`config.mk`:
```
export PLATFORM = sky130hd
export DESIGN_NAME = bst_front
export DESIGN_NICKNAME = d
export VERILOG_FILES = /design/src/hdl/bst_pkg.sv /design/src/hdl/bst_front.sv
export SDC_FILE = /design/constraint.sdc
export NUM_CORES = 2
export LEC_CHECK = 0
export CORE_MARGIN = 1.5
export CORE_UTILIZATION = 43
export DETAILED_ROUTE_END_ITERATION = 8
export DONT_BUFFER_PORTS = 1
export MAX_ROUTING_LAYER = met4
export PLACE_DENSITY = 0.64
export SLEW_MARGIN = 5
export SYNTH_ARGS = -nofsm -noshare
export SYNTH_HDL_FRONTEND = slang
export SYNTH_SLANG_ARGS = --single-unit
```
`constraint.sdc`:
```
create_clock -name clk -period 9.2 [get_ports clk]
set_input_delay 0.92 -clock clk [delete_from_list [all_inputs] [get_ports clk]]
set_output_delay 0.92 -clock clk [all_outputs]
set_load 0.05 [all_outputs]
```
`src/hdl/bst_pkg.sv`:
```
// bst_pkg: shared types and constants of the bezier stroke tessellator
// no dependencies; imported by every module of the block
`default_nettype none

package bst_pkg;

  localparam int MAX_SEGMENTS = 31;
  localparam int SEG_W = 5;
  localparam int CW = 34;
  localparam int DVW = 52;
  localparam int DSW = 25;
  localparam int CNT_W = 6;

  localparam logic [1:0] REG_STROKE_WIDTH = 2'd0;
  localparam logic [1:0] REG_SEGMENT_COUNT = 2'd1;
  localparam logic [1:0] REG_START_COLOR = 2'd2;
  localparam logic [1:0] REG_END_COLOR = 2'd3;

  typedef struct packed {
    logic signed [15:0] start_x;
    logic signed [15:0] start_y;
    logic signed [15:0] end_x;
    logic signed [15:0] end_y;
    logic signed [15:0] bend;
  } in_item_t;

  typedef struct packed {
    logic signed [15:0] vertex_x;
    logic signed [15:0] vertex_y;
    logic [7:0] red;
    logic [7:0] green;
    logic [7:0] blue;
    logic [7:0] alpha;
    logic [SEG_W-1:0] step_index;
    logic side;
    logic last;
  } out_item_t;

  typedef struct packed {
    logic signed [15:0] sx;
    logic signed [15:0] sy;
    logic signed [15:0] ex;
    logic signed [15:0] ey;
    logic signed [CW-1:0] cx;
    logic signed [CW-1:0] cy;
  } job_t;

  typedef struct packed {
    logic start;
    logic [DVW-1:0] dividend;
    logic [CNT_W-1:0] count;
    logic [DSW-1:0] divisor;
  } div_req_t;

  typedef struct packed {
    logic done;
    logic [DVW-1:0] quot;
    logic [DSW-1:0] rem;
  } div_rsp_t;

endpackage

`default_nettype wire

```
`src/hdl/bst_front.sv`:
```
// bst_front: accepts curve requests and forms the control point
// depends on bst_pkg; feeds bst_queue
`default_nettype none

module bst_front import bst_pkg::*; (
  input  wire logic     clk,
  input  wire logic     rst_n,
  input  wire logic     start,
  input  wire in_item_t item,
  output logic          busy,
  input  wire logic     q_full,
  output logic          push,
  output job_t          job
);

  localparam logic [1:0] F_IDLE = 2'd0;
  localparam logic [1:0] F_MUL = 2'd1;
  localparam logic [1:0] F_PUSH = 2'd2;

  logic [1:0] st_r;
  in_item_t in_r;
  logic signed [32:0] pdx_r;
  logic signed [32:0] pdy_r;
  logic signed [16:0] dx;
  logic signed [16:0] dy;
  logic signed [16:0] sum_x;
  logic signed [16:0] sum_y;

  always_comb begin
    dx = 17'(in_r.end_x) - 17'(in_r.start_x);
    dy = 17'(in_r.end_y) - 17'(in_r.start_y);
    sum_x = 17'(in_r.end_x) + 17'(in_r.start_x);
    sum_y = 17'(in_r.end_y) + 17'(in_r.start_y);
    job.sx = in_r.start_x;
    job.sy = in_r.start_y;
    job.ex = in_r.end_x;
    job.ey = in_r.end_y;
    job.cx = (CW'(sum_x) <<< 11) - CW'(pdy_r);
    job.cy = (CW'(sum_y) <<< 11) + CW'(pdx_r);
    push = (st_r == F_PUSH) && !q_full;
    busy = st_r != F_IDLE;
  end

  always_ff @(posedge clk) begin
    if (!rst_n) begin
      st_r <= F_IDLE;
    end else begin
      unique case (st_r)
        F_IDLE: begin
          if (start) begin
            in_r <= item;
            st_r <= F_MUL;
          end
        end
        F_MUL: begin
          pdx_r <= dx * in_r.bend;
          pdy_r <= dy * in_r.bend;
          st_r <= F_PUSH;
        end
        F_PUSH: begin
          if (!q_full) begin
            st_r <= F_IDLE;
          end
        end
        default: st_r <= F_IDLE;
      endcase
    end
  end

endmodule

`default_nettype wire

```
==> impl_metrics.json <==
{
  "setup_viol": 0,
  "die-width_um": 275,
  "cts_buffers": 17,
  "die_area_um2": 75800,
  "slowest_delay_ns": 0.51,
  "row_count": 99,
  "wl_met1_mm": 31.8,
  "post-route-period-util": 0.948,
  "cts.sinks": 148,
  "insertion_delay_ns": 0.50,
  "area_growth_pct": 5.45,
  "period_needed_ns": 8.72,
  "port_buffers": 0,
  "ys.flop_type": "edfxtp_1",
  "final_cell_area_um2": 33600,
  "critPathKind": "flop to flop",
  "nets": 4302,
  "drt-total-wl_mm": 74.8,
  "wl_per_cell_um": 17.2,
  "ys_warn_count": 0,
  "synth-seq-cells": 148,
  "drc": 3,
  "htreeDepth": 4,
  "wl_met2_mm": 37.2,
  "dieHeight_um": 275,
  "crit_path_max_fanout": 5,
  "vias": 22655,
  "first_global_vias": 23226,
  "cpMostUsedCell": "fa_1",
  "cp.required_ns": 9.44,
  "cts_tree": "built",
  "cts.clk_slew.worst_paths_ns": 0.08,
  "cts_buffer_depth": 2,
  "status": "finished with violations",
  "seq_area_frac_synth": 0.139,
  "fin_util": 0.460,
  "ios": 218,
  "slew_headroom": 0.140,
  "route.met3.wl_mm": 3.44,
  "place_ws_ns": 0.0621,
  "hold_viol": 0,
  "placed_cell_area_um2": 33000,
  "crit_path_end_kind": "flop",
  "fin_ws_ns": 0.483,
  "worst_pin_slew_ns": 1.29,
  "gp_congestion": 0.891,
  "syn_area_um2": 31900,
  "synth.distinct_cells": 70,
  "violations": "DRC",
  "grt_max_degree": 59,
  "critical_path_arrival_ns": 8.95,
  "max-cap-violations": 0,
  "fillers": 6979,
  "start_kind": "flop",
  "drt_iter0_markers": 1427,
  "clock.fmax_mhz": 115,
  "grtUsageTotal": 0.215,
  "vias_per_cell": 5.20,
  "fin_skew_ns": 0.0164,
  "antenna_found_initial": 1,
  "antenna_cells": 0,
  "drive_gt1_frac": 0.0574,
  "drt_first_pass_iters": 8,
  "top_layer_used": "met4",
  "hp-class": "input pin to flop",
  "synth_area_per_cell_um2": 9.24,
  "cp_slowest_cell": "fa_1",
  "synth-edff-count": 146,
  "synth_nets": 4371,
  "detailed_place_hpwl_mm": 59.7,
  "async_flop_share": 0,
  "start_util": 0.436,
  "cts-root-buf": "clkbuf_16",
  "core_area_um2": 73200,
  "grt_pass1_wl_mm": 123,
  "synthCells": 3453,
  "postRouteAntennaNets": 0,
  "overflow": 0,
  "drv_slew": 0
}
[per-layer routing]
layer,global-route usage,vias up
met2,0.350,577
li1,-,10553
met3,0.0262,97
met4,0.0748,0
met5,-,-
met1,0.276,11428
[metrics by stage]
stage | instances | hold slack, ns | setup TNS [ns]
floorplan | 3453 | 0.493 | 0
global placement | 4323 | 0.569 | 0
detailed placement | 4323 | 0.582 | 0
CTS | 4355 | 0.476 | 0
global route | 4356 | 0.481 | -0.00120
finish | 4356 | 0.511 | 0
[cells in the final DEF, fill, tap and decap left out, types with 53 or more instances in the layout]
cell type / instances
xnor2_1: 127
nor2b_1: 71
edfxtp_1: 146
nand2_1: 343
nor2_1: 128
and2_1: 200
o21ai_0: 57
a21oi_1: 118
ha_1: 277
inv_1: 719
nand2b_1: 53
fa_1: 556
buf_4: 125
[critical path: cells and delay by family, from the launching register on]
family | cells | cell delay, ns
AO/OA/AOI/OAI | 11 | 2.43
XOR/XNOR | 1 | 0.13
adder cells (fa/ha/maj) | 8 | 3.66
buffers and inverters | 5 | 0.54
flip-flops | 1 | 0.39
multiplexers | 1 | 0.37
AND/OR/NAND/NOR | 5 | 0.94
[cell usage after synthesis (all sizes together), types with 22 or more instances]
| cell | instances | share of area |
|---|---|---|
| nand2 | 343 | 0.040 |
| edfxtp | 146 | 0.14 |
| a31oi | 24 | 0.0047 |
| a21oi | 118 | 0.019 |
| o21bai | 22 | 0.0052 |
| buf | 79 | 0.019 |
| nand3 | 40 | 0.0063 |
| and2 | 200 | 0.039 |
| o21ai | 60 | 0.0095 |
| a21o | 46 | 0.011 |
| nand2b | 53 | 0.010 |
| ha | 277 | 0.11 |
| fa | 557 | 0.35 |
| inv | 719 | 0.085 |
| clkbuf | 135 | 0.016 |
| nor2 | 132 | 0.016 |
| nor2b | 71 | 0.014 |
| xor2 | 34 | 0.0093 |
| nor3 | 33 | 0.0052 |
| xnor2 | 129 | 0.035 |
[state kept, by name, indices dropped and copies added (netlist names)]
register / count
job: 64
in_r: 16
st_r: 2
pdx_r: 33
pdy_r: 33
[cell type report]
class | instances | area [um^2] | share of cell area
clock buffers | 17 | 425 | 0.0126
clock inverters | 15 | 136 | 0.00405
inverters | 720 | 2700 | 0.0803
multi-input cells | 2371 | 23800 | 0.707
flip-flops and latches | 148 | 4420 | 0.132
well taps | 959 | 1200 | 0.0357
repair buffers | 126 | 958 | 0.0285
[timing repair]
| action | 4_1_cts | 5_1_grt |
|---|---|---|
| endpoints found under the setup margin | 2 | 9 |
| gates resized for setup | 1 | 11 |
| hold buffers | 0 | 0 |
| pin swaps | 0 | 1 |
| setup buffers | 0 | 1 |
[logic make-up after synthesis]
family / after synthesis / share of synthesized area
AO/OA/AOI/OAI: 393 / 0.0818
multiplexers: 19 / 0.00643
flip-flops: 148 / 0.139
XOR/XNOR: 163 / 0.0448
adder cells (fa/ha/maj): 834 / 0.458
AND/OR/NAND/NOR: 962 / 0.151
buffers and inverters: 934 / 0.119
[path summary, 6_finish.rpt]
path              slack, ns  cells past startpoint         to      from
setup reg to reg       0.48                     31  pdx_r[32]   job[85]
setup / recovery       0.48                     31  pdx_r[32]   job[85]
hold reg to reg        0.59                      1    st_r[0]   st_r[1]
hold / removal         0.51                      0   job[103]  item[51]
Power is not shown: default switching activity piles up to over one toggle a cycle in this logic, so the estimate is an artifact.
