## src/hdl/bst_pkg.sv

```systemverilog
// bst_pkg: shared types and constants of the bezier stroke tessellator
// no dependencies; imported by every module of the block
`default_nettype none

package bst_pkg;

  localparam int MAX_SEGMENTS = 31;
  localparam int SEG_W = 5;
  localparam int CW = 34;
  localparam int DVW = 52;
  localparam int DSW = 25;
  localparam int CNT_W = 6;

  localparam logic [1:0] REG_STROKE_WIDTH = 2'd0;
  localparam logic [1:0] REG_SEGMENT_COUNT = 2'd1;
  localparam logic [1:0] REG_START_COLOR = 2'd2;
  localparam logic [1:0] REG_END_COLOR = 2'd3;

  typedef struct packed {
    logic signed [15:0] start_x;
    logic signed [15:0] start_y;
    logic signed [15:0] end_x;
    logic signed [15:0] end_y;
    logic signed [15:0] bend;
  } in_item_t;

  typedef struct packed {
    logic signed [15:0] vertex_x;
    logic signed [15:0] vertex_y;
    logic [7:0] red;
    logic [7:0] green;
    logic [7:0] blue;
    logic [7:0] alpha;
    logic [SEG_W-1:0] step_index;
    logic side;
    logic last;
  } out_item_t;

  typedef struct packed {
    logic signed [15:0] sx;
    logic signed [15:0] sy;
    logic signed [15:0] ex;
    logic signed [15:0] ey;
    logic signed [CW-1:0] cx;
    logic signed [CW-1:0] cy;
  } job_t;

  typedef struct packed {
    logic start;
    logic [DVW-1:0] dividend;
    logic [CNT_W-1:0] count;
    logic [DSW-1:0] divisor;
  } div_req_t;

  typedef struct packed {
    logic done;
    logic [DVW-1:0] quot;
    logic [DSW-1:0] rem;
  } div_rsp_t;

endpackage

`default_nettype wire

```

## src/hdl/bst_queue.sv

```systemverilog
// bst_queue: two-entry queue of prepared curve jobs
// depends on bst_pkg; sits between bst_front and bst_back
`default_nettype none

module bst_queue import bst_pkg::*; (
  input  wire logic clk,
  input  wire logic rst_n,
  input  wire logic push,
  input  wire job_t wdata,
  input  wire logic pop,
  output job_t      rdata,
  output logic      empty,
  output logic      full
);

  job_t mem_r [2];
  logic wr_ptr_r;
  logic rd_ptr_r;
  logic [1:0] cnt_r;

  assign rdata = mem_r[rd_ptr_r];
  assign empty = cnt_r == 2'd0;
  assign full = cnt_r == 2'd2;

  always_ff @(posedge clk) begin
    if (!rst_n) begin
      wr_ptr_r <= 1'b0;
      rd_ptr_r <= 1'b0;
      cnt_r <= 2'd0;
    end else begin
      if (push) begin
        mem_r[wr_ptr_r] <= wdata;
        wr_ptr_r <= ~wr_ptr_r;
      end
      if (pop) begin
        rd_ptr_r <= ~rd_ptr_r;
      end
      cnt_r <= cnt_r + {1'b0, push} - {1'b0, pop};
    end
  end

endmodule

`default_nettype wire

```

## config.mk

```make
export PLATFORM = sky130hd
export DESIGN_NAME = bst_queue
export DESIGN_NICKNAME = d
export VERILOG_FILES = /design/src/hdl/bst_pkg.sv /design/src/hdl/bst_queue.sv
export SDC_FILE = /design/constraint.sdc
export NUM_CORES = 1
export LEC_CHECK = 0
export BUFFER_PORTS_ARGS = -buffer_cell sky130_fd_sc_hd__buf_4
export CORE_MARGIN = 2
export CORE_UTILIZATION = 50
export CTS_BUF_LIST = sky130_fd_sc_hd__clkbuf_4
export DETAILED_ROUTE_END_ITERATION = 10
export GPL_TIMING_DRIVEN = 0
export PLACE_DENSITY_LB_ADDON = 0.3
export SETUP_SLACK_MARGIN = 0.3
export SKIP_CTS_REPAIR_TIMING = 1
export SYNTH_ARGS = -nofsm -noshare
export SYNTH_HDL_FRONTEND = slang
export SYNTH_SLANG_ARGS = --single-unit
```

## constraint.sdc

```tcl
create_clock -name clk -period 8.3 [get_ports clk]
set_input_delay 1.245 -clock clk [delete_from_list [all_inputs] [get_ports clk]]
set_output_delay 1.245 -clock clk [all_outputs]
set_load 0.005 [all_outputs]
```

==> impl_metrics.json <==
{
  "status": "complete, no violations",
  "synth.avg_cell_area_sq_um": 23.3,
  "irDropWorstVdd_v": 0.000170,
  "post_synth_mux_area_share_pct": 17.7,
  "setup_viol": 0,
  "timing.final.crit_period_ns": 3.15,
  "synthesized_area_fraction_occupied_by_ao_oa_aoi_and_oai_cells_pct": 0,
  "critical_path.slowest_cell": "sky130_fd_sc_hd__dfxtp_1",
  "cts_made_buffers": 69,
  "power_report.internal_total_mw": 2.35,
  "comb_power_share_pct": 11.9,
  "share_of_the_yosys_chip_area_belonging_to_registers_pct": 79.6,
  "layout_cells_sized_above_1_pct": 63.9,
  "number_of_global_route_vias_before_repair": 5754,
  "die-area_sq_um": 21300,
  "drt_pass1_iterations": 4,
  "synthAdderAreaFrac_pct": 0.248,
  "grt_remaining_overflow": 0,
  "worstMarginPinSlew_ns": 0.584,
  "synth.largest_area_cell": "sky130_fd_sc_hd__edfxtp_1",
  "core_region_area_sq_um": 19700,
  "die_height_um": 146,
  "final_core_util_pct": 68.4,
  "synth-simple-area-share_pct": 0.546,
  "final-max-slew-violation-count": 0,
  "design_power_total_mw": 2.98,
  "mappedNetlistArea_sq_um": 10100,
  "dp_hpwl_um": 13000,
  "timing.fmax_mhz": 317,
  "placementRows": 51,
  "synth_largest_type_area_fraction_pct": 78.6,
  "swShare_pct": 21.2,
  "wirelength_um": 19000,
  "maximum_number_of_pins_on_one_net_before_global_route_repair": 64,
  "floorplan.initialDensity_pct": 51.3,
  "synthToLayoutAreaGrowth_pct": 33.4,
  "sum_of_met2_wire_segment_lengths_after_detailed_routing_um": 9610,
  "worst-path-buf-inv": 4,
  "grt_pass1_wl_um": 28900,
  "yosys_warnings": 0,
  "setup.worst_path.class": "register to output pin",
  "final_design_area_no_fill_sq_um": 13400,
  "maxSlewHeadroom_pct": 61.0,
  "dr_wl_met3_um": 2190,
  "crit_chain": "buf_6 > buf_8 > buf_6 > mux2_4 > buf_4",
  "clkLatencyLatePin_ns": 0.63,
  "pwr_density_nw_per_um2": 221,
  "placed_area_sq_um": 12600,
  "timing.critical_path.required_ns": 7.05,
  "path_max_fanout": 10,
  "detail-route-antenna-nets": 0,
  "xor_xnor_share_of_the_synthesized_area_pct": 0.397,
  "critPathTopFamily": "buffers and inverters",
  "place_congestion": 0.701,
  "drc_errors": 0,
  "clock_power_share_pct": 35.4,
  "port-buffer-count": 269,
  "grt_antenna_before_repair": 1,
  "critical_path.endpoint_type": "output pin",
  "final.setup.tns_ns": 0,
  "hold_violations": 0,
  "clockRootBuffer": "sky130_fd_sc_hd__clkbuf_4",
  "layout_setup_ws_ns": 5.15,
  "seq_power_share_pct": 52.6,
  "ios": 270,
  "syn-num-nets": 571,
  "maxCapViolCount": 0,
  "global_route.usage.total_pct": 17.5,
  "synth_cell_types": 16,
  "worstReg2RegStart": "wr_ptr_r$_SDFFE_PN0P_",
  "ctsHtreeMaxLevel": 3,
  "synth_area_leaders": "sky130_fd_sc_hd__edfxtp_1 (79%), sky130_fd_sc_hd__mux2_4 (12%), sky130_fd_sc_hd__mux2_2 (5.8%)",
  "worst_path_largest_cell_delay_ns": 0.32,
  "setup_repair_after_global_routing_missed_its_margin": "false",
  "worst_setup_path_start_kind": "register",
  "clk_pin_slew_ns": 0.06,
  "period_share_pct": 38.0,
  "num_vias": 5304,
  "worst-endpoint-arrival_ns": 1.91,
  "tritoncts": "done",
  "synth_top_family_by_area": "multiplexers",
  "hp-class": "register to register",
  "final_net_count": 918,
  "detailedRoute.firstIterationViolations": 190,
  "routedLengthMet1_um": 6820,
  "top_signal_layer_used": "met4",
  "netlist_instances": 433,
  "worst_clock_skew_ns": 0.0312,
  "detail_route.vias_per_cell": 4.88,
  "timing.critical_path.mode_cell": "sky130_fd_sc_hd__buf_6",
  "pre_cts_ws_ns": 5.55,
  "postSynthRegisterBits": 269,
  "route.detailed.wl_per_inst_um": 17.5,
  "die_width_um": 146,
  "power.net_switching_mw": 0.630,
  "tritoncts_num_sinks": 269,
  "leakage_dissipation_nw": 5.28,
  "timing.hold.worst.start": "rd_ptr_r$_SDFFE_PN0P_",
  "cts.path.max_buffers": 3
}
==> final timing paths <==
kind | cells past startpoint | to | slack [ns]
min | 2 | rd_ptr_r$_SDFFE_PN0P_ | 0.61
max reg2reg | 3 | mem_r[0][113]$_DFFE_PP_ | 6.65
max | 5 | rdata[109] | 5.15
min reg2reg | 2 | rd_ptr_r$_SDFFE_PN0P_ | 0.61
==> per-layer routing <==
metal | vias to the layer above | GRT usage, %
met5 | - | 0
met4 | 0 | 6.55
met3 | 29 | 8.47
met2 | 246 | 29.8
met1 | 2578 | 19.0
li1 | 2451 | -
==> area by class of cell <==
type,count,area (sq um)
Sequential cell,269,8030
Fill cell,1326,6210
Timing Repair Buffer,276,2200
Multi-Input combinational cell,147,1920
Clock buffer,93,698
Tap cell,265,332
Buffer,15,141
Clock inverter,18,123
Inverter,2,7.51
Antenna cell,1,2.50
==> power groups by stage <==
stage / combinational [mW] / clock, mW / sequential, mW
after floorplan: 0.167 / 0 / 1.60
after global routing: 0.380 / 1.17 / 1.57
final: 0.356 / 1.06 / 1.57
after CTS: 0.362 / 1.09 / 1.57
after global placement: 0.340 / 0 / 1.61
after detailed placement: 0.359 / 0 / 1.60
==> flip-flops by register name, indices dropped and copies added, names as in the netlist, named ones only <==
signal and flops:
wr_ptr_r 1, cnt_r 2, mem_r 264, rd_ptr_r 1
==> worst reg2reg max path, delay by kind of cell, from the launching register on <==
family                 cells  cell delay [ns]
and+or+nand+nor            1             0.49
DFF                        1             0.35
buffers and inverters      2             0.51
==> metrics by stage <==
step	hold WS, ns	cells
after CTS	0.606	1085
after floorplan	0.555	433
after global placement	0.567	967
final	0.612	1086
after global routing	0.616	1086
after detailed placement	0.591	974
==> cell usage in the layout (no fill, tap or decap), types with 2 or more instances in the layout <==
master                        n
sky130_fd_sc_hd__inv_2        2
sky130_fd_sc_hd__clkinv_2     2
sky130_fd_sc_hd__buf_12       2
sky130_fd_sc_hd__clkinv_1    12
sky130_fd_sc_hd__inv_1        2
sky130_fd_sc_hd__edfxtp_1   264
sky130_fd_sc_hd__buf_6        9
sky130_fd_sc_hd__mux2_2      52
sky130_fd_sc_hd__dfxtp_1      5
sky130_fd_sc_hd__and2_1       4
sky130_fd_sc_hd__nor2b_1      2
sky130_fd_sc_hd__buf_4      269
sky130_fd_sc_hd__ha_1         2
sky130_fd_sc_hd__mux2_4      80
sky130_fd_sc_hd__clkbuf_4    93
sky130_fd_sc_hd__bufinv_16    2
sky130_fd_sc_hd__buf_16       5
sky130_fd_sc_hd__xor2_1       2
sky130_fd_sc_hd__buf_2        5
==> cell usage after synthesis <==
cell type	count
sky130_fd_sc_hd__edfxtp_1	264
sky130_fd_sc_hd__mux2_4	80
sky130_fd_sc_hd__mux2_2	52
sky130_fd_sc_hd__buf_6	9
sky130_fd_sc_hd__buf_2	5
sky130_fd_sc_hd__dfxtp_1	5
sky130_fd_sc_hd__and2_1	4
sky130_fd_sc_hd__ha_1	2
sky130_fd_sc_hd__inv_1	2
sky130_fd_sc_hd__nor2_1	2
sky130_fd_sc_hd__nor2b_1	2
sky130_fd_sc_hd__xor2_1	2
sky130_fd_sc_hd__and3_1	1
sky130_fd_sc_hd__buf_8	1
sky130_fd_sc_hd__nand2_1	1
sky130_fd_sc_hd__xnor3_1	1
==> cells by family (layout without fill, tap and decap cells) <==
| kind of cell | after synthesis | count (layout) |
|---|---|---|
| flip-flops | 269 | 269 |
| XOR/XNOR | 3 | 3 |
| buffers and inverters | 17 | 404 |
| other | 0 | 1 |
| AND/OR/NAND/NOR | 10 | 10 |
| adder cells (fa/ha/maj) | 2 | 2 |
| multiplexers | 132 | 132 |
Power figures use the tool's default switching activity.
