`config.mk`:
```
export PLATFORM = sky130hd
export DESIGN_NAME = bst_div
export DESIGN_NICKNAME = d
export VERILOG_FILES = /design/src/hdl/bst_pkg.sv /design/src/hdl/bst_div.sv
export SDC_FILE = /design/constraint.sdc
export NUM_CORES = 1
export LEC_CHECK = 0
export BUFFER_PORTS_ARGS = -buffer_cell sky130_fd_sc_hd__buf_2
export CORE_MARGIN = 4
export CORE_UTILIZATION = 45
export DETAILED_ROUTE_END_ITERATION = 12
export PLACE_DENSITY = 0.7
export SYNTH_ARGS = -nofsm -noshare
export SYNTH_HDL_FRONTEND = slang
export SYNTH_SLANG_ARGS = --single-unit
```
`constraint.sdc`:
```
create_clock -name clk -period 4.4 [get_ports clk]
set_clock_uncertainty 0.05 [all_clocks]
set_input_delay 0.44 -clock clk [delete_from_list [all_inputs] [get_ports clk]]
set_output_delay 0.44 -clock clk [all_outputs]
set_load 0.005 [all_outputs]
```
`src/hdl/bst_pkg.sv`:
```
// bst_pkg: shared types and constants of the bezier stroke tessellator
// no dependencies; imported by every module of the block
`default_nettype none

package bst_pkg;

  localparam int MAX_SEGMENTS = 31;
  localparam int SEG_W = 5;
  localparam int CW = 34;
  localparam int DVW = 52;
  localparam int DSW = 25;
  localparam int CNT_W = 6;

  localparam logic [1:0] REG_STROKE_WIDTH = 2'd0;
  localparam logic [1:0] REG_SEGMENT_COUNT = 2'd1;
  localparam logic [1:0] REG_START_COLOR = 2'd2;
  localparam logic [1:0] REG_END_COLOR = 2'd3;

  typedef struct packed {
    logic signed [15:0] start_x;
    logic signed [15:0] start_y;
    logic signed [15:0] end_x;
    logic signed [15:0] end_y;
    logic signed [15:0] bend;
  } in_item_t;

  typedef struct packed {
    logic signed [15:0] vertex_x;
    logic signed [15:0] vertex_y;
    logic [7:0] red;
    logic [7:0] green;
    logic [7:0] blue;
    logic [7:0] alpha;
    logic [SEG_W-1:0] step_index;
    logic side;
    logic last;
  } out_item_t;

  typedef struct packed {
    logic signed [15:0] sx;
    logic signed [15:0] sy;
    logic signed [15:0] ex;
    logic signed [15:0] ey;
    logic signed [CW-1:0] cx;
    logic signed [CW-1:0] cy;
  } job_t;

  typedef struct packed {
    logic start;
    logic [DVW-1:0] dividend;
    logic [CNT_W-1:0] count;
    logic [DSW-1:0] divisor;
  } div_req_t;

  typedef struct packed {
    logic done;
    logic [DVW-1:0] quot;
    logic [DSW-1:0] rem;
  } div_rsp_t;

endpackage

`default_nettype wire

```
`src/hdl/bst_div.sv`:
```
// bst_div: restoring divider, one quotient bit per cycle
// depends on bst_pkg; dividend arrives msb aligned with its bit count
`default_nettype none

module bst_div import bst_pkg::*; (
  input  wire logic     clk,
  input  wire logic     rst_n,
  input  wire div_req_t req,
  output div_rsp_t      rsp
);

  logic busy_r;
  logic done_r;
  logic [CNT_W-1:0] cnt_r;
  logic [DVW-1:0] dvd_r;
  logic [DVW-1:0] quo_r;
  logic [DSW-1:0] rem_r;
  logic [DSW-1:0] dvs_r;
  logic [DSW:0] rem2;
  logic [DSW:0] diff;
  logic ge;

  always_comb begin
    rem2 = {rem_r, dvd_r[DVW-1]};
    ge = rem2 >= {1'b0, dvs_r};
    diff = rem2 - {1'b0, dvs_r};
  end

  always_ff @(posedge clk) begin
    if (!rst_n) begin
      busy_r <= 1'b0;
      done_r <= 1'b0;
    end else begin
      done_r <= 1'b0;
      if (req.start) begin
        busy_r <= 1'b1;
        dvd_r <= req.dividend;
        quo_r <= '0;
        rem_r <= '0;
        dvs_r <= req.divisor;
        cnt_r <= req.count;
      end else if (busy_r) begin
        rem_r <= ge ? diff[DSW-1:0] : rem2[DSW-1:0];
        quo_r <= {quo_r[DVW-2:0], ge};
        dvd_r <= {dvd_r[DVW-2:0], 1'b0};
        cnt_r <= cnt_r - 1'b1;
        if (cnt_r == CNT_W'(1)) begin
          busy_r <= 1'b0;
          done_r <= 1'b1;
        end
      end
    end
  end

  assign rsp.done = done_r;
  assign rsp.quot = quo_r;
  assign rsp.rem = rem_r;

endmodule

`default_nettype wire

```
==> impl_results.md, run 1 <==
* CTS max path bufs at 2
* DRC Markers at 0
* Layout overhead on the synthesized area at 20.8%
* Psw at 1.07 mW
* Overall Global Routing Usage at 18.5%
* Status: complete, no violations
* Synth Instances at 619
* Arrival @ worst endpoint at 3.71 ns
* Most frequent cells in the layout: buf_2, edfxtp_1, mux2_2, nor2b_1, a21oi_1
* Distinct cell type count after synthesis at 54
* Seq pwr share at 46.7%
* Fin. max-slew vios at 0
* Die area at 19800 sq um
* GPL Wtd Cong at 0.912
* Post-route ant nets at 0
* Async SR Flop Fraction at 0%
* Most common cell after layout, fill and taps aside: buf_2
* Number of global-route vias before repair at 5605
* Least-Margin Pin Slew at 0.824 ns
* Fillers at 1469
* Total clock sinks at 162
* Fin util at 55.4%
* CTS tree: built
* Core area at 17200 sq um
* Post-synthesis sequential area ratio at 61.3%
* Int Power at 2.97 mW
* H-tree depth at 4
* Initial antenna violation count at 1
* Pwr/cell area at 423 nW/um^2
* Maximum clock rate at 0.285 GHz
* Critical Path Start Type: flip-flop
* Clk network pwr share at 36.4%
* Register area at 4840 sq um
* Post-Route WL at 18300 um
* Synth warnings at 0
* First-pass GRT wire length at 29000 um
* Vias per cell at 5.49
* Classification of the worst-slack hold path: input port to flip-flop
* Initial DRC count at 370
* Clock Pin Slew Worst Setup and Hold Paths at 0.06 ns
* RSZ-0062 raised after global routing: no
* Die Y at 141 um
* Synthesized net count at 733
* Post-CTS Resized at 0
* Total CTS buffers at 17
* Sw frac at 26.5%
* I/O pin total at 164
* Most numerous cell on the critical path: inv_1
* Most used flip-flop cell after synthesis: edfxtp_1
* Chip width at 141 um
* Tot Pwr at 4.04 mW
* Total Nets Final at 891
* Worst EP required at 4.60 ns
* Avg WL per Cell at 18.0 um
* Post-CTS Setup Repair Bufs at 0
* Final Cycle Share at 79.8%
* Comb pwr share at 16.8%
* Pre-Repair DR Iteration Count at 5
* Endpoints failing hold at 0
* DR vias at 5580
* MaxCap Viol Count at 0
* Pleak at 3.79 nW
* Largest stage delay, worst path at 0.55 ns
* Mapped cell area at 7910 sq um
* Multi-input logic area at 2800 sq um
* Worst-path cell chain: inv_1 -> ha_1 -> inv_1 -> fa_1 -> a21oi_1 -> o211a_1 -> o21ai_1 -> nor4b_1 -> or4_1 -> nand2_2 -> a211oi_1
* Placed inst area at 8960 sq um
* CP max stage cell: or4_1
* Total grt overflow at 0
* Largest net degree at the start of global routing at 64
* Clk Tree Root Cell: clkbuf_16
* PortBufs at 163
* Hold buffers post-CTS at 0
* Starting Density at 45.9%
* Layout cells sized above 1 at 33.0%
* Clk_lat worst skew at 0.43 ns
* Detail Placement HPWL at 12500 um
* Placement row count at 48
* Crit-path max FO at 13
* Crit Path Class: flip-flop to flip-flop
* Type of element capturing the critical path: flip-flop
* Normalized max-slew margin at 44.5%
* IR drop worst, VDD at 294 uV
* Avg Cell Area, Syn at 12.8 sq um
* Minimum clock period at 3.51 ns
* Finished Cell Area at 9550 sq um
* Final setup fails at 0
* Setup TNS at 0 ns
* EDFF count, synth at 160
* Seq cells post-synth at 162
synthesized netlist by cell type (3+ instances only):
| master | count | area share (%) |
|---|---|---|
| edfxtp_1 | 160 | 61 |
| mux2_2 | 51 | 7.3 |
| nor2b_1 | 51 | 4.0 |
| a21oi_1 | 35 | 2.2 |
| inv_1 | 34 | 1.6 |
| nand2_1 | 32 | 1.5 |
| o21ai_0 | 30 | 1.9 |
| ha_1 | 27 | 4.3 |
| nand3_1 | 22 | 1.4 |
| clkbuf_1 | 19 | 0.90 |
| nor2_1 | 15 | 0.71 |
| a21o_1 | 14 | 1.3 |
| a211oi_1 | 9 | 0.85 |
| nand4_1 | 9 | 0.71 |
| xnor2_1 | 9 | 1.0 |
| xor2_1 | 9 | 1.0 |
| buf_2 | 8 | 0.51 |
| nor3_1 | 8 | 0.51 |
| o211ai_1 | 7 | 0.66 |
| o21a_1 | 6 | 0.57 |
| o22ai_1 | 5 | 0.40 |
| or3_1 | 5 | 0.40 |
| and2_1 | 4 | 0.32 |
| buf_1 | 4 | 0.19 |
| a31oi_1 | 3 | 0.24 |
| or2_2 | 3 | 0.24 |
through the flow:
stage / hold slack, ns / std cells / setup slack, ns
2_1_floorplan: 0.364 / 619 / 1.25
3_3_place_gp: 0.378 / 983 / 1.12
3_5_place_dp: 0.394 / 983 / 0.951
4_1_cts: 0.120 / 1015 / 0.931
5_1_grt: 0.120 / 1016 / 0.649
6_report: 0.138 / 1016 / 0.889
logic make-up (layout without fill, tap and decap cells):
logic type / Yosys count / in the layout / synth area share (%)
compound gates: 129 / 129 / 10.3
xor+xnor: 18 / 18 / 1.99
fa+ha+maj: 28 / 28 / 4.53
buf+inv: 68 / 239 / 3.45
flops: 162 / 162 / 61.3
mux: 51 / 51 / 7.26
other cells: 0 / 1 / 0
simple gates: 163 / 163 / 11.2
area by class of cell:
class,count,share of cell area (%)
diodes,1,0.0262
inverters,35,1.38
well taps,225,2.95
flip-flops and latches,162,50.7
clock inverters,10,1.21
repair buffers,172,9.41
multi-input cells,389,29.3
clock buffers,22,4.97
final timing paths:
check,from,to,slack [ns],cells after the start
setup / recovery,dvd_r[51],rem_r[0],0.89,11
hold / removal,req[4],dvs_r[4],0.14,1
setup reg to reg,dvd_r[51],rem_r[0],0.89,11
hold reg to reg,busy_r,done_r,0.41,2
routing by layer:
layer  up-vias  wire (um)  GRT usage [%]  share of wire (%)
li1       2628          -              -                  -
met1      2696       7800           24.0                 43
met5         -          0              0                  0
met3        31       1390           5.05                7.6
met4         0        375           7.14                2.0
met2       225       8740           29.7                 48
power groups by stage:
stage | sequential, mW | combinational [mW] | clock [mW]
after floorplan | 1.92 | 0.453 | 0
after global placement | 1.92 | 0.655 | 0
after detailed placement | 1.92 | 0.671 | 0
after CTS | 1.89 | 0.677 | 1.50
after global routing | 1.90 | 0.752 | 1.57
final | 1.89 | 0.681 | 1.47
worst max-delay path, delay by kind of cell, from the launching register on:
kind / cells / cell delay (ns)
AOI/OAI and AO/OA: 4 / 0.81
adders and majority gates: 2 / 0.57
DFF: 1 / 0.38
buffers and inverters: 2 / 0.12
and+or+nand+nor: 3 / 1.39
state kept, by name (all words and copies together) (netlist names):
signal  cells
dvd_r      52
quo_r      52
dvs_r      25
rem_r      25
cnt_r       6
busy_r      1
done_r      1
Power figures use the tool's default switching activity.
==> run 2: changes to the inputs <==
--- a/config.mk
+++ b/config.mk
@@ -9,7 +9,7 @@
 export CORE_MARGIN = 4
 export CORE_UTILIZATION = 45
 export DETAILED_ROUTE_END_ITERATION = 12
-export PLACE_DENSITY = 0.7
+export PLACE_DENSITY = 0.68
 export SYNTH_ARGS = -nofsm -noshare
 export SYNTH_HDL_FRONTEND = slang
 export SYNTH_SLANG_ARGS = --single-unit
==> constraint.sdc (replaced) <==
create_clock -name clk -period 3.5 [get_ports clk]
set_clock_uncertainty 0.05 [all_clocks]
set_input_delay 0.35 -clock clk [delete_from_list [all_inputs] [get_ports clk]]
set_output_delay 0.35 -clock clk [all_outputs]
set_load 0.005 [all_outputs]
==> run 2 against run 1 <==
Compared with the run above: maximum frequency increased by 10%; global-route usage up 0.30 points; sequential power grew 26%; power grew 23%.
==> impl_results.md, run 2 (synthesis results as in run 1) <==
* RSZ-0062 raised after global routing: no
* Post-CTS Setup Repair Bufs at 0 (unchanged)
* Endpoints failing hold at 0 (unchanged)
* DR vias at 5502 (-1.4%)
* Regs by FF count: dvd_r x52, quo_r x52
* DRC Markers at 0 (unchanged)
* Clk_lat worst skew at 0.41 ns (-0.02 ns)
* H-tree depth at 4 (unchanged)
* Vias per cell at 5.39 (-1.9%)
* Total Nets Final at 896 (+0.56%)
* Setup TNS at 0 ns (unchanged)
* Post-Route WL at 18400 um (+0.74%)
* CTS max path bufs at 2 (unchanged)
* Pre-CTS setup slack at 0.319 ns (-0.632 ns)
* Type of element capturing the critical path: flip-flop
* Avg WL per Cell at 18.1 um (+0.25%)
* GPL Wtd Cong at 0.917 (+0.57%)
* Placement row count at 48 (unchanged)
* Starting Density at 45.9% (unchanged)
* Detail Placement HPWL at 13000 um (+4.0%)
* Most common cell after layout, fill and taps aside: buf_2
* Largest net degree at the start of global routing at 78 (+22%)
* Clk Tree Root Cell: clkbuf_16
* Die area at 19800 sq um (unchanged)
* Classification of the worst-slack hold path: input port to flip-flop
* PortBufs at 163 (unchanged)
* Normalized max-slew margin at 35.2% (-9.4 points)
* Minimum clock period at 3.18 ns (-0.333 ns)
* Status: complete, no violations
* Total clock sinks at 162 (unchanged)
* Chip width at 141 um (unchanged)
* Final Cycle Share at 90.8% (+11 points)
* Post-route ant nets at 0 (unchanged)
* Final setup fails at 0 (unchanged)
* Number of global-route vias before repair at 5633 (+0.50%)
* Crit Path Class: flip-flop to flip-flop
* Overall Global Routing Usage at 18.8% (+0.30 points)
* Arrival @ worst endpoint at 3.35 ns (-0.36 ns)
* Hold buffers post-CTS at 0 (unchanged)
* Pwr/cell area at 522 nW/um^2 (+23%)
* Core area at 17200 sq um (unchanged)
* Pleak at 3.80 nW (about the same)
* Post-CTS Resized at 0 (unchanged)
* Critical Path Start Type: flip-flop
* Total grt overflow at 0 (unchanged)
* Die Y at 141 um (unchanged)
* Total CTS buffers at 17 (unchanged)
* Initial antenna violation count at 1 (unchanged)
* Fin util at 55.4% (about the same)
* IR drop worst, VDD at 378 uV (+29%)
* Crit-path max FO at 9 (-4)
* Worst EP required at 3.68 ns (-0.92 ns)
* Most frequent cells in the layout: buf_2, edfxtp_1, mux2_2, nor2b_1, a21oi_1
* Clock Pin Slew Worst Setup and Hold Paths at 0.07 ns (about the same)
* I/O pin total at 164 (unchanged)
* Pre-Repair DR Iteration Count at 4 (-1)
* First-pass GRT wire length at 29600 um (+1.7%)
* Fin. max-slew vios at 0 (unchanged)
* Layout overhead on the synthesized area at 20.8% (about the same)
* MaxCap Viol Count at 0 (unchanged)
* Layout cells sized above 1 at 33.5% (+0.42 points)
* Least-Margin Pin Slew at 0.963 ns (+0.139 ns)
* Maximum clock rate at 0.315 GHz (+10%)
* Final WS setup at 0.322 ns (-0.567 ns)
* CTS tree: built
* Initial DRC count at 373 (+0.81%)
[run 2: cell count changes in the layout (fill, tap and decap cells not counted), sizes merged]
| cell | before | now |
|---|---|---|
| bufinv | 1 | 0 |
| inv | 40 | 41 |
| clkinvlp | 1 | 2 |
| buf | 172 | 177 |
| clkbuf | 22 | 18 |
| clkinv | 3 | 6 |
[run 2: power by group]
group | internal [mW] | switching (mW)
combinational | 0.372 | 0.486
clock | 0.934 | 0.814
sequential | 2.31 | 0.0666
total | 3.62 | 1.37
[run 2: cell type report]
class                   count  area [sq um]
well taps                 225           282
diodes                      1          2.50
clock buffers              18           429
repair buffers            177           936
flip-flops and latches    162          4840
fillers                  1516          7690
clock inverters            14           121
inverters                  35           131
multi-input cells         389          2800
[run 2: path summary, 6_finish.rpt]
| kind | slack, ns | cells past startpoint | startpoint | endpoint |
|---|---|---|---|---|
| max | 0.32 | 11 | dvd_r[51] | rem_r[17] |
| min | 0.06 | 1 | req[14] | dvs_r[14] |
| max reg2reg | 0.32 | 11 | dvd_r[51] | rem_r[17] |
| min reg2reg | 0.40 | 2 | busy_r | done_r |
[run 2: routing by layer]
layer  vias up  part of all wire, %  wire length [um]  GRT usage (%)
met3        22                  5.6              1030           3.96
met1      2672                   44              8130           24.7
met2       178                   48              8940           31.1
met5         -                    0                 0              0
li1       2630                    -                 -              -
met4         0                  1.8               335           6.37
[run 2: critical path, cell delays in order (launching register included)]
cell	delay [ns]
edfxtp_1	0.39
inv_1	0.07
ha_1	0.15
inv_1	0.05
fa_1	0.41
a21oi_1	0.18
o211a_1	0.25
o21ai_1	0.08
nor4b_1	0.53
or4_1	0.31
nand2_2	0.21
a311oi_1	0.31
[run 2: through the flow]
stage | cells | total power [mW] | hold slack [ns] | cell area, sq um
3_5_place_dp | 988 | 3.27 | 0.392 | 9000
6_report | 1021 | 4.98 | 0.0593 | 9550
3_3_place_gp | 988 | 3.25 | 0.379 | 9000
5_1_grt | 1020 | 5.23 | 0.0308 | 9550
4_1_cts | 1020 | 5.03 | 0.0393 | 9550
2_1_floorplan | 619 | 2.98 | 0.364 | 7910
==> run 3: changes to the inputs <==
--- a/config.mk
+++ b/config.mk
@@ -6,7 +6,7 @@
 export NUM_CORES = 1
 export LEC_CHECK = 0
 export BUFFER_PORTS_ARGS = -buffer_cell sky130_fd_sc_hd__buf_2
-export CORE_MARGIN = 4
+export CORE_MARGIN = 5
 export CORE_UTILIZATION = 45
 export DETAILED_ROUTE_END_ITERATION = 12
 export PLACE_DENSITY = 0.68
==> run 3 against run 2 <==
Compared with the run above: via count decreased by 0.42%; routed wire length increased by 0.44%; clock-buffer cell count increased by 1; die area increased by 2.9%; register-to-register slack improved by 0.02 ns; global-route usage decreased by 0.35 points; first-iteration DRC count increased by 0.27%; critical path depth unchanged; critical endpoint unchanged; largest cell class unchanged; largest power group unchanged; highest routed layer unchanged.
==> impl_results.md, run 3 (synthesis results as in run 1) <==
* Status: complete, no violations
* DRC Markers at 0 (unchanged)
* Final Cycle Share at 90.2% (-0.57 points)
* WL met2 at 8810 um (-1.4%)
* DR vias at 5479 (-0.42%)
* Post-CTS Setup Repair Bufs at 0 (unchanged)
* PortBufs at 163 (unchanged)
* Total grt overflow at 0 (unchanged)
* Largest net degree at the start of global routing at 65 (-17%)
* Worst EP required at 3.67 ns (about the same)
* Fin. max-slew vios at 0 (unchanged)
* Highest Signal Layer: met4
* I/O pin total at 164 (unchanged)
* Total CTS buffers at 17 (unchanged)
* Setup TNS at 0 ns (unchanged)
* Classification of the worst-slack hold path: input port to flip-flop
* Layout overhead on the synthesized area at 21.1%
* Total clock sinks at 162 (unchanged)
* Hold_ws at 0.0546 ns (-0.00465 ns)
* Core area at 17300 sq um (+0.35%)
* Post-route ant nets at 0 (unchanged)
* Pwr/cell area at 531 nW/um^2 (+1.9%)
* Die Y at 143 um (+1.4%)
* H-tree depth at 4 (unchanged)
* Normalized max-slew margin at 26.8% (-8.4 points)
* Worst Setup SP: dvd_r[51]
* Number of global-route vias before repair at 5630 (-0.053%)
* Clk Tree Root Cell: clkbuf_16
* Minimum clock period at 3.16 ns (-0.0201 ns)
* Vias per cell at 5.39 (about the same)
* Regs by FF count: dvd_r x52, quo_r x52
* RSZ-0062 raised after global routing: no
* Overall Global Routing Usage at 18.5% (-0.35 points)
* Least-Margin Pin Slew at 1.09 ns (+0.125 ns)
* Detail Placement HPWL at 13000 um (-0.18%)
* Fillers at 1516 (unchanged)
* CTS tree: built
* Most common cell after layout, fill and taps aside: buf_2
* Chip width at 143 um (+1.4%)
* Crit Path Class: flip-flop to flip-flop
* Initial antenna violation count at 0 (-1)
* IR drop worst, VDD at 351 uV (-7.2%)
* Total Nets Final at 893 (-0.33%)
* Starting Density at 45.7% (-0.16 points)
* First-pass GRT wire length at 29700 um (+0.35%)
* Hold Startpoint: req[0]
* Post-Route WL at 18500 um (+0.44%)
* Metal1 wirelength at 8230 um (+1.1%)
* Most frequent cells in the layout: buf_2, edfxtp_1, mux2_2, nor2b_1, a21oi_1
* Final setup fails at 0 (unchanged)
* Clk_lat worst skew at 0.42 ns (about the same)
* MaxCap Viol Count at 0 (unchanged)
* Placement row count at 48 (unchanged)
* Layout cells sized above 1 at 33.3% (-0.13 points)
* Endpoints failing hold at 0 (unchanged)
* Pre-Repair DR Iteration Count at 5 (+1)
* GPL Wtd Cong at 0.924 (+0.75%)
* Crit-path max FO at 9 (unchanged)
* ANT cells at 0 (-1)
* Reg2reg start: dvd_r[51]
* Clock Pin Slew Worst Setup and Hold Paths at 0.06 ns (about the same)
* Type of element capturing the critical path: flip-flop
* Die area at 20300 sq um (+2.9%)
* Initial DRC count at 374 (+0.27%)
* Critical Path Start Type: flip-flop
* Maximum clock rate at 0.317 GHz (+0.64%)
* Arrival @ worst endpoint at 3.33 ns (-0.02 ns)
* Avg WL per Cell at 18.2 um (+0.83%)
* CTS max path bufs at 2 (unchanged)
* Pleak at 3.80 nW (about the same)
* Met3 wire length at 1230 um (+20%)
## run 3: changes by cell type in the layout (fill, tap and decap cells not counted), moves of 2 or more
cell,delta
buf_4,-4
inv_8,-3
inv_6,+2
bufinv_16,+2
clkinv_4,-3
## run 3: through the flow
| step | worst slack, ns | util, % | std cells | power [mW] | area [sq um] |
|---|---|---|---|---|---|
| 6_report | 0.342 | 55.3 | 1017 | 5.09 | 9570 |
| 5_1_grt | 0.113 | 55.3 | 1017 | 5.33 | 9570 |
| 4_1_cts | 0.185 | 55.3 | 1017 | 5.13 | 9570 |
| 3_5_place_dp | 0.196 | 52.0 | 985 | 3.27 | 8990 |
| 3_3_place_gp | 0.361 | 52.0 | 985 | 3.25 | 8990 |
| 2_1_floorplan | 0.442 | - | 619 | 2.98 | 7910 |
## run 3: area by class of cell
cell class / instances / area (sq um) / share of cell area [%]
clock buffer: 19 / 433 / 4.52
clock inverter: 13 / 148 / 1.54
inverter: 35 / 131 / 1.37
multi-input combinational: 389 / 2810 / 29.3
sequential: 162 / 4840 / 50.6
tap: 225 / 282 / 2.94
timing repair buffer: 174 / 926 / 9.67
## run 3: worst paths after layout
check,endpoint,slack (ns),depth (start not counted)
worst max-delay path,rem_r[17],0.34,11
worst min-delay path,dvs_r[0],0.05,1
worst max register to register,rem_r[17],0.34,11
worst min register to register,done_r,0.39,2
## run 3: critical path, cell delays in order (launching register included)
cell and delay [ns]:
edfxtp_1 0.40, inv_1 0.07, ha_1 0.16, inv_1 0.05, fa_1 0.43, a21oi_1 0.21, o211a_1 0.25, o21ai_1 0.10
nor4b_2 0.34, or4_1 0.35, nand2_2 0.23, a311oi_1 0.33
## run 3: where the power goes
group / internal (mW) / switching (mW) / total, mW
clock network: 1.06 / 0.785 / 1.85
logic: 0.373 / 0.490 / 0.863
registers: 2.31 / 0.0645 / 2.37
## run 3: what timing repair did
action                     CTS  global route
setup endpoints to repair    0             8
gates resized for setup      0             2
hold buffers                 0             0
## run 3: routing by layer
metal	global-route usage [%]	vias to the layer above
met3	5.48	19
met1	24.5	2663
li1	-	2624
met4	4.70	0
met5	0	-
met2	29.9	173
